==> config.mk <==
export PLATFORM = sky130hd
export DESIGN_NAME = aging_life_grid_generation_step
export DESIGN_NICKNAME = d
export VERILOG_FILES = /design/src/design/algs_pkg.sv /design/src/design/algs_rule.sv /design/src/design/aging_life_grid_generation_step.sv
export SDC_FILE = /design/constraint.sdc
export NUM_CORES = 1
export LEC_CHECK = 0
export BUFFER_PORTS_ARGS = -buffer_cell sky130_fd_sc_hd__clkbuf_2
export CAP_MARGIN = 20
export CORE_MARGIN = 2
export CORE_UTILIZATION = 45
export CTS_CLUSTER_DIAMETER = 60
export CTS_CLUSTER_SIZE = 25
export DETAILED_ROUTE_END_ITERATION = 8
export SETUP_SLACK_MARGIN = 0.05
export SYNTH_ARGS = -nofsm -noshare
export SYNTH_HDL_FRONTEND = slang
export SYNTH_HIERARCHICAL = 1
export SYNTH_SLANG_ARGS = --single-unit
==> constraint.sdc <==
create_clock -name clk -period 6.7 [get_ports clk]
set_input_delay 1.34 -clock clk [delete_from_list [all_inputs] [get_ports clk]]
set_output_delay 1.34 -clock clk [all_outputs]
set_load 0.05 [all_outputs]
==> src/design/algs_pkg.sv <==
package algs_pkg;

	// Largest grid side and stored age width
	localparam int MAX_GRID  = 32;
	localparam int AGE_BITS  = 8;

	// Fixed port widths and the grid side after reset
	localparam int SIZE_W    = 6;
	localparam int PORT_AGE_W = 8;
	localparam int GRID_RESET = 32;

	// Position counters: rows run two past the grid while the window drains
	localparam int COL_W  = $clog2(MAX_GRID);
	localparam int ROW_W  = $clog2(MAX_GRID + 2);
	localparam int WIDE_W = ((ROW_W > SIZE_W) ? ROW_W : SIZE_W) + 1;

	// Neighbor count and the live range that keeps a cell going
	localparam int CNT_W        = 4;
	localparam int SURVIVE_MIN  = 2;
	localparam int SURVIVE_MAX  = 3;

	typedef logic [AGE_BITS-1:0]   age_t;
	typedef logic [PORT_AGE_W-1:0] port_age_t;

	localparam age_t AGE_MAX = '1;

	// One column of the window: [0] top, [1] middle, [2] bottom
	typedef age_t [2:0] column_t;
	// Window: [0] left, [1] center, [2] right column
	typedef column_t [2:0] window_t;

	// Window edges that lie outside the grid
	typedef struct packed {
		logic top;
		logic bottom;
		logic left;
		logic right;
	} edge_t;

	// Line store entry: ages of the same column two rows and one row back
	typedef struct packed {
		age_t older;
		age_t newer;
	} line_entry_t;

endpackage

==> src/design/algs_rule.sv <==
module algs_rule (
	input  algs_pkg::window_t win,
	input  algs_pkg::edge_t   dead,
	output algs_pkg::age_t    next_age
);
	import algs_pkg::*;

	logic [CNT_W-1:0] live_cnt;
	logic [2:0]       row_ok;
	logic [2:0]       col_ok;
	age_t             center;
	logic             survive;

	// Count live neighbors that lie inside the grid
	always_comb begin
		row_ok = {~dead.bottom, 1'b1, ~dead.top};
		col_ok = {~dead.right, 1'b1, ~dead.left};
		live_cnt = '0;
		for (int c = 0; c < 3; c++) begin
			for (int r = 0; r < 3; r++) begin
				if (!(r == 1 && c == 1) && row_ok[r] && col_ok[c] && (win[c][r] != '0)) begin
					live_cnt = live_cnt + CNT_W'(1);
				end
			end
		end
	end

	// Age rule: survive or birth ages by one, saturating; otherwise die
	assign center  = win[1][1];
	assign survive = (live_cnt >= CNT_W'(SURVIVE_MIN)) && (live_cnt <= CNT_W'(SURVIVE_MAX));

	always_comb begin
		if (!survive) begin
			next_age = '0;
		end else if (center == AGE_MAX) begin
			next_age = AGE_MAX;
		end else begin
			next_age = center + age_t'(1);
		end
	end

endmodule

==> src/design/aging_life_grid_generation_step.sv <==
// One generation of an aging life grid (B23/S23 style with 2 or 3 neighbors
// keeping or starting a cell, age counting up to 255). Cell ages of a square
// grid of side grid_size (0 acts as 1, above 32 acts as 32) are taken one per
// clock while in_ready is high, in raster order; next-generation ages leave in
// raster order through a valid/ready output register, the final cell flagged
// by last_of_grid. Two line stores of one row each and a 3x3 window give every
// cell its neighborhood; the result for cell p is formed when input
// p+grid_size+1 is in stage 1 and is then registered. After the last cell of a
// grid the input stays not ready while grid_size+1 drain items pass the last
// row through the window. A write to grid_size restarts the grid at its first
// cell; the user makes it only while idle, which the block does not enforce.
module aging_life_grid_generation_step (
	input  logic       clk,
	input  logic       arst_n,
	input  logic       grid_size_we,
	input  logic [5:0] grid_size,
	input  logic       in_valid,
	output logic       in_ready,
	input  logic [7:0] cell_age,
	output logic       out_valid,
	input  logic       out_ready,
	output logic [7:0] next_age,
	output logic       last_of_grid
);
	import algs_pkg::*;

	// Configuration and position of the next item into the stage
	logic [SIZE_W-1:0] grid_q;
	logic [SIZE_W-1:0] g;
	logic [ROW_W-1:0]  row_q;
	logic [COL_W-1:0]  col_q;
	logic              flush_q;

	// Stage 1: item being processed
	logic              valid_s1;
	age_t              age_s1;
	logic [ROW_W-1:0]  row_s1;
	logic [COL_W-1:0]  col_s1;
	logic              last_s1;
	line_entry_t       ent_s1;

	// Window, line store, result register
	column_t           win_l_q;
	column_t           win_m_q;
	line_entry_t       line_q [MAX_GRID];
	logic              out_valid_q;
	age_t              out_age_q;
	logic              out_last_q;

	logic [WIDE_W-1:0] g_w;
	logic [WIDE_W-1:0] row_w;
	logic [WIDE_W-1:0] row_s1_w;
	logic              col_wrap;
	logic              grid_end;
	logic              flush_end;
	logic              s1_free;
	logic              load;
	age_t              load_age;
	logic              first_col;
	logic              emit;
	logic              out_free;
	logic              adv;
	column_t           new_col;
	window_t           win;
	edge_t             dead;
	age_t              rule_age;

	// Clamp the configured side
	always_comb begin
		if (grid_q == '0) begin
			g = SIZE_W'(1);
		end else if (grid_q > SIZE_W'(MAX_GRID)) begin
			g = SIZE_W'(MAX_GRID);
		end else begin
			g = grid_q;
		end
	end

	assign g_w      = WIDE_W'(g);
	assign row_w    = WIDE_W'(row_q);
	assign row_s1_w = WIDE_W'(row_s1);

	// Position sequencing: real cells, then one drain row plus one cell
	assign col_wrap  = (SIZE_W'(col_q) + SIZE_W'(1)) == g;
	assign grid_end  = !flush_q && col_wrap && (row_w == g_w - WIDE_W'(1));
	assign flush_end = flush_q && (row_w == g_w + WIDE_W'(1));

	// Input handshake: drain items take priority over new cells
	assign s1_free  = !valid_s1 || adv;
	assign in_ready = s1_free && !flush_q;
	assign load     = s1_free && (flush_q || in_valid);
	assign load_age = flush_q ? '0 : age_t'(cell_age);

	always_ff @(posedge clk or negedge arst_n) begin
		if (!arst_n) begin
			grid_q  <= SIZE_W'(GRID_RESET);
			row_q   <= '0;
			col_q   <= '0;
			flush_q <= 1'b0;
		end else if (grid_size_we) begin
			grid_q  <= grid_size;
			row_q   <= '0;
			col_q   <= '0;
			flush_q <= 1'b0;
		end else if (load) begin
			if (flush_end) begin
				row_q   <= '0;
				col_q   <= '0;
				flush_q <= 1'b0;
			end else if (col_wrap) begin
				row_q <= row_q + ROW_W'(1);
				col_q <= '0;
				if (grid_end) begin
					flush_q <= 1'b1;
				end
			end else begin
				col_q <= col_q + COL_W'(1);
			end
		end
	end

	// Stage 1 registers
	always_ff @(posedge clk or negedge arst_n) begin
		if (!arst_n) begin
			valid_s1 <= 1'b0;
		end else if (load) begin
			valid_s1 <= 1'b1;
		end else if (adv) begin
			valid_s1 <= 1'b0;
		end
	end

	// Line store read with the item; a one-column grid takes the entry being written
	always_ff @(posedge clk) begin
		if (load) begin
			age_s1  <= load_age;
			row_s1  <= row_q;
			col_s1  <= col_q;
			last_s1 <= flush_end;
			if (adv && (col_q == col_s1)) begin
				ent_s1 <= '{older: ent_s1.newer, newer: age_s1};
			end else begin
				ent_s1 <= line_q[col_q];
			end
		end
	end

	// Center is one row up and one column left; in column 0 it is the
	// last cell of the row two up, with the right column off the grid
	assign first_col = (col_s1 == '0);
	assign emit      = valid_s1 && (first_col ? (row_s1_w >= WIDE_W'(2))
	                                          : (row_s1_w >= WIDE_W'(1)));
	assign out_free  = !out_valid_q || out_ready;
	assign adv       = valid_s1 && (!emit || out_free);

	// Window assembly from line store and incoming cell
	assign new_col[0] = ent_s1.older;
	assign new_col[1] = ent_s1.newer;
	assign new_col[2] = age_s1;
	assign win[0]     = win_l_q;
	assign win[1]     = win_m_q;
	assign win[2]     = new_col;

	assign dead.top    = first_col ? (row_s1_w == WIDE_W'(2)) : (row_s1_w == WIDE_W'(1));
	assign dead.bottom = first_col ? (row_s1_w == g_w + WIDE_W'(1)) : (row_s1_w == g_w);
	assign dead.left   = first_col ? (g == SIZE_W'(1)) : (col_s1 == COL_W'(1));
	assign dead.right  = first_col;

	algs_rule u_rule (
		.win      (win),
		.dead     (dead),
		.next_age (rule_age)
	);

	// Window shift and line store update
	always_ff @(posedge clk) begin
		if (adv) begin
			win_l_q        <= win_m_q;
			win_m_q        <= new_col;
			line_q[col_s1] <= '{older: ent_s1.newer, newer: age_s1};
		end
	end

	// Result register
	always_ff @(posedge clk or negedge arst_n) begin
		if (!arst_n) begin
			out_valid_q <= 1'b0;
		end else if (adv && emit) begin
			out_valid_q <= 1'b1;
		end else if (out_ready) begin
			out_valid_q <= 1'b0;
		end
	end

	always_ff @(posedge clk) begin
		if (adv && emit) begin
			out_age_q  <= rule_age;
			out_last_q <= last_s1;
		end
	end

	assign out_valid    = out_valid_q;
	assign next_age     = port_age_t'(out_age_q);
	assign last_of_grid = out_last_q;

endmodule

==> results of run 1 <==
layout by cell type (no fill, tap or decap), types with 5 or more instances in the layout:
cell type | synthesis | layout
edfxtp_1 | 605 | 605
nor3_1 | 10 | 10
nand4_1 | 5 | 5
nor4_4 | 4 | 5
o22ai_1 | 8 | 8
buf_4 | 7 | 70
nand3b_1 | 6 | 6
clkbuf_2 | 0 | 29
a221oi_1 | 60 | 60
mux2_2 | 6 | 6
dfrtp_1 | 19 | 17
mux2i_1 | 133 | 133
nand3_1 | 47 | 47
nor4_1 | 12 | 12
o211ai_1 | 9 | 9
xor2_1 | 13 | 13
nor2b_1 | 11 | 10
mux4_2 | 64 | 64
a21oi_1 | 45 | 45
inv_6 | 0 | 6
o21ai_0 | 43 | 43
nand2_1 | 47 | 47
nor2_1 | 71 | 70
and3_1 | 8 | 8
inv_1 | 22 | 22
clkinv_2 | 0 | 5
clkbuf_16 | 0 | 43
xnor2_1 | 23 | 23
a22oi_1 | 35 | 35
or4_1 | 5 | 5
nand2b_1 | 10 | 10
a31oi_1 | 9 | 9
ha_1 | 15 | 15
power by group through the flow:
stage	logic [mW]	registers [mW]	clock network (mW)
6_report	1.37	4.60	2.78
5_1_grt	1.48	4.62	2.98
4_1_cts	1.35	4.61	2.85
3_5_place_dp	1.35	4.70	0
3_3_place_gp	1.33	4.69	0
2_1_floorplan	0.866	4.76	0
layer usage:
layer	share of wire, %	vias to the layer above	GRT usage, %
met5	0	-	0
met4	3.7	0	7.53
met3	6.1	98	2.89
met2	45	443	30.4
met1	45	7176	29.5
li1	-	6240	-
kinds of logic (layout without fill, tap and decap cells):
kind of cell / count (synthesis) / in the layout / synth area share (%)
xor+xnor: 41 / 41 / 1.67
simple gates: 269 / 269 / 5.71
buf+inv: 103 / 204 / 1.91
fa+ha+maj: 15 / 15 / 0.724
compound gates: 254 / 254 / 7.02
mux: 203 / 203 / 11.0
flops: 625 / 625 / 72.0
state kept, by name (all words and copies together) (netlist names):
signal and count:
out_valid 1, age_s1 8, last_s1 1, row_s1 6, ent_s1 16, row_q 6, valid_s1 1, last_of_grid 1
grid_q 6, win 48, next_age 8, col_s1 5, flush_q 1, col_q 5, line_q 512
through the flow:
stage                     util [%]  hold slack [ps]
after global routing          50.7              454
after detailed placement      48.0              425
final                         50.7              438
after global placement        47.9              433
after CTS                     50.5              443
after floorplan                  -              400
worst max-delay path by stage:
stage	slack, ps	from	cells past startpoint	endpoint
after floorplan	430	grid_q[5]$_DFFE_PN1P_	30	next_age[0]$_DFFE_PP_
after global placement	330	grid_q[4]$_DFFE_PN0P_	30	next_age[3]$_DFFE_PP_
after detailed placement	130	grid_q[5]$_DFFE_PN1P_	30	next_age[2]$_DFFE_PP_
after CTS	140	grid_q[5]$_DFFE_PN1P_	30	next_age[2]$_DFFE_PP_
after global routing	-20	grid_q[4]$_DFFE_PN0P_	31	next_age[2]$_DFFE_PP_
final	470	grid_q[5]$_DFFE_PN1P_	29	next_age[2]$_DFFE_PP_
area by class of cell:
| class | count | area (um^2) | area share, % |
|---|---|---|---|
| Timing Repair Buffer | 105 | 756 | 2.63 |
| Clock inverter | 33 | 397 | 1.38 |
| Inverter | 23 | 86.3 | 0.300 |
| Tap cell | 756 | 946 | 3.29 |
| Multi-Input combinational cell | 782 | 6820 | 23.7 |
| Sequential cell | 625 | 18700 | 65.0 |
| Clock buffer | 43 | 1080 | 3.74 |
cells in the mapped netlist (all sizes together) (8+ instances only):
library cell,n
a21oi,48
a221oi,60
a22oi,35
a31oi,9
and3,8
buf,37
clkbuf,43
dfrtp,19
edfxtp,605
ha,15
inv,22
mux2i,133
mux4,64
nand2,47
nand2b,10
nand3,48
nand3b,8
nor2,74
nor2b,11
nor3,10
nor4,20
o211ai,9
o21ai,47
o22ai,8
xnor2,24
xor2,13
repair_timing:
item,4_1_cts,5_1_grt
endpoints found under the hold margin,0,0
gates resized for setup,0,6
buffers inserted,0,2
endpoints found under the setup margin,0,8
worst reg2reg max path: cells and delay by family, from the launching register on:
kind                       cells  cell delay [ps]
DFF                            1              600
adders and majority gates      6             1950
AOI/OAI and AO/OA             11             1770
muxes                          1              120
and+or+nand+nor                5              770
xor gates and xnor gates       2              440
buffers and inverters          4              420
==> out/qor.txt, run 1 <==
Critical path's slowest cell - dfstp_2
P_int - 6.38 mW
Leak - 9.34 nW
Synth Flop Type - edfxtp_1
Post-DP HPWL - 35700 um
H-tree level count - 2
Placed cell count - 2287
Final WS setup - 474 ps
Combinational share of power - 15.6%
Iter 0 DRT Violations - 1502
Final Setup Violations - 0
Power share of the sequential group - 52.6%
DP Area - 27200 um^2
Crit Path Category - reg2reg
Clock-pin slew on the worst setup and hold paths - 90 ps
Worst ir drop on vdd - 0.195 mV
Die width - 244 um
Outcome - finished clean
Via count - 13957
Clock buffer depth - 3
Initial antenna violation count - 0
Syn Nets - 1544
Hold-fix buffers at CTS - 0
Clock Sinks - 625
Die height - 244 um
Core area - 56700 um^2
Final hold vios - 0
Final instance area - 28800 um^2
Startpoint types - flop
Fraction of power spent switching nets - 27.1%
WP data arrival - 6660 ps
Post-synth EDFFs - 605
Nets - 1612
Vias in the first global route - 13628
Sequential fraction of the synthesis area - 72.0%
GP Congestion - 0.841
TritonRoute pass-1 iters - 5
Fin crit share - 92.9%
Final Power - 8.76 mW
# IOs - 30
CP required - 7130 ps
Buffers & Inverters on Critical Path - 4
DR vias/cell - 5.90
Fmax - 161 MHz
Cell row count - 87
Largest net degree at the start of global routing - 92
Max-slew violations - 0
WL final - 59400 um
Fill count - 4558
Yosys top cell area share - 70.1%
Cell Pwr Density - 305 nW/um^2
Worst slew pin tran - 967 ps
Cell area after synthesis - 25900 um^2
P_sw - 2.37 mW
Final setup TNS - 0 ps
Most used cell, CP - ha_1
Overall routing resource usage - 20.0%
Max-Cap Viols - 0
Top cells by area, synth - edfxtp_1 70%, mux4_2 5.6%, mux2i_1 5.1%
Global-route wire length before repair - 88800 um
# DRC - 0
Cell family with most CP delay - adder cells
Number of port buffers - 29
Total Die Area - 59600 um^2
Fraction of layout cells with a size suffix above 1 - 18.5%
FF-to-FF path depth - 29
CTS Root Cell - clkbuf_16
Crit. End Element - flop
CTS buffer count - 41
Critical path peak fanout - 8
Hold path cells - 0
Reg-to-Reg End - next_age[2]$_DFFE_PP_
Type of the worst min-delay path - reg2reg
Slew Limit Headroom - 35.5%
Reg-to-Reg Start - grid_q[5]$_DFFE_PN1P_
Yosys reg bits - 625
Post-synth ARST share - 3.20%
Synth Warn # - 6
Area added between synthesis and finish - 10.9%
Synth cell types - 82
Clock Latency Late Sink - 600 ps
Final min period - 6230 ps
Most area-hungry cell type in the Yosys netlist - edfxtp_1
Clock Power Share - 31.8%
Clock skew - 38.1 ps
ANT nets after route - 0
Worst setup slack after placement - 131 ps
WL/cell - 25.1 um
CP max stage delay - 600 ps
CTS tree - yes
WHS Endpoint - last_of_grid$_DFFE_PP_
# diodes - 0
Hold path start - last_s1$_DFFE_PP_
Layout Cells excl Fill - 2367
GRT overflow - 0
Mean Syn Cell Area - 17.2 um^2
Starting Density - 45.7%
R2r setup slk - 470 ps
Syn Inst Count - 1510
(Power assumes the default switching activity.)
==> run 2, diff against run 1 <==
--- a/config.mk
+++ b/config.mk
@@ -8,10 +8,12 @@
 export BUFFER_PORTS_ARGS = -buffer_cell sky130_fd_sc_hd__clkbuf_2
 export CAP_MARGIN = 20
 export CORE_MARGIN = 2
-export CORE_UTILIZATION = 45
+export CORE_UTILIZATION = 57
 export CTS_CLUSTER_DIAMETER = 60
 export CTS_CLUSTER_SIZE = 25
 export DETAILED_ROUTE_END_ITERATION = 8
+export PLACE_DENSITY = 0.76
+export REMOVE_ABC_BUFFERS = 1
 export SETUP_SLACK_MARGIN = 0.05
 export SYNTH_ARGS = -nofsm -noshare
 export SYNTH_HDL_FRONTEND = slang
==> out/qor.txt, run 2 (synthesis gave the netlist of run 1 again) <==
Cell family with most CP delay - adder cells
# DRC - 0
Clock Sinks - 625
WP data arrival - 6510 ps
H-tree level count - 2
Fin crit share - 91.2%
Max-slew violations - 0
Largest register FFs - 512
Clock-pin slew on the worst setup and hold paths - 80 ps
Cell row count - 78
Leak - 9.18 nW
Initial antenna violation count - 0
Fmax - 164 MHz
Worst setup slack after placement - 163 ps
Die width - 217 um
WL final - 56600 um
Most frequent cells in the layout - 605 x edfxtp_1, 133 x mux2i_1, 70 x nor2_1, 67 x buf_4, 64 x mux4_2
ANT nets after route - 0
Critical path's slowest cell - dfstp_2
GP Congestion - 0.908
DR vias/cell - 6.50
Hold-fix buffers at CTS - 0
CTS tree - yes
Worst ir drop on vdd - 0.234 mV
CP max stage delay - 540 ps
Final min period - 6110 ps
Cell Pwr Density - 296 nW/um^2
Overall routing resource usage - 24.3%
Worst slew pin tran - 1070 ps
# IOs - 30
Most used cell, CP - ha_1
WL/cell - 25.9 um
Crit Path Category - reg2reg
Iter 0 DRT Violations - 1971
GRT overflow - 0
Post-DP HPWL - 34000 um
Clock Latency Late Sink - 580 ps
CTS Root Cell - clkbuf_16
Fraction of layout cells with a size suffix above 1 - 17.5%
Startpoint types - flop
Total Die Area - 47200 um^2
Slew Limit Headroom - 28.1%
DP Area - 27000 um^2
Nets - 1603
Final hold vios - 0
Starting Density - 57.5%
Max-Cap Viols - 0
Critical path peak fanout - 24
CP required - 7100 ps
Unrepaired setup endpoints after global routing - false
Crit. End Element - flop
Most common cell after layout, fill and taps aside - edfxtp_1
Area added between synthesis and finish - 8.96%
# diodes - 0
Via count - 14225
Clock buffer depth - 3
Type of the worst min-delay path - reg2reg
TritonRoute pass-1 iters - 6
Largest net degree at the start of global routing - 111
Number of port buffers - 29
CTS buffer count - 36
Final Setup Violations - 0
Die height - 217 um
Buffers & Inverters on Critical Path - 3
Core area - 45100 um^2
Global-route wire length before repair - 85400 um
Clock skew - 29.7 ps
Top reg by flops - line_q
Final WS setup - 587 ps
Outcome - finished clean
Final instance area - 28200 um^2
Vias in the first global route - 13814
[run 2: cell count changes in the layout (fill, tap and decap cells not counted), moves of 3 or more]
cell	change
clkinv_4	-3
clkbuf_16	-6
buf_4	-3
clkinv_2	-5
[run 2: path summary, 6_finish.rpt]
check,start,to,slack (ps),depth (start not counted)
worst max-delay path,grid_q[5]$_DFFE_PN1P_,next_age[2]$_DFFE_PP_,590,28
worst min-delay path,ent_s1[12]$_DFFE_PP_,win[28]$_DFFE_PP_,460,0
worst max register to register,grid_q[5]$_DFFE_PN1P_,next_age[2]$_DFFE_PP_,590,28
worst min register to register,ent_s1[12]$_DFFE_PP_,win[28]$_DFFE_PP_,460,0
max in group asynchronous,arst_n,col_q[1]$_DFFE_PN0P_,5540,1
min in group asynchronous,arst_n,grid_q[3]$_DFFE_PN0P_,750,1
[run 2: cell type report]
| cell class | count | area [um^2] |
|---|---|---|
| clock buffers | 41 | 961 |
| clock inverters | 17 | 206 |
| fillers | 3093 | 16800 |
| inverters | 23 | 86.3 |
| multi-input cells | 782 | 6840 |
| flip-flops and latches | 625 | 18700 |
| well taps | 600 | 751 |
| repair buffers | 101 | 728 |
[run 2: routing by layer]
layer | GRT usage, % | up-vias | routed length, um
li1 | - | 6199 | -
met1 | 35.0 | 7201 | 22900
met2 | 38.1 | 716 | 26700
met3 | 3.47 | 109 | 5010
met4 | 9.20 | 0 | 2050
met5 | 0 | - | 0
[run 2: power breakdown]
part / switching (mW) / internal, mW / leakage (nW)
registers: 0.102 / 4.51 / 5.76
clock network: 1.27 / 1.11 / 0.560
logic: 0.842 / 0.521 / 2.85
[run 2: repair_timing]
action,in CTS,in global routing
setup endpoints to repair,0,8
setup buffers,0,1
gates resized for setup,0,11
[run 2: through the flow]
stage	hold WS [ps]	power [mW]	setup TNS [ps]	utilization, %	instances
floorplan	400	5.73	-44700	-	1430
global placement	432	5.97	0	59.8	2126
detailed placement	436	6.01	0	59.8	2126
CTS	455	8.34	0	62.4	2184
global route	471	8.63	0	62.7	2189
finish	459	8.35	0	62.7	2189
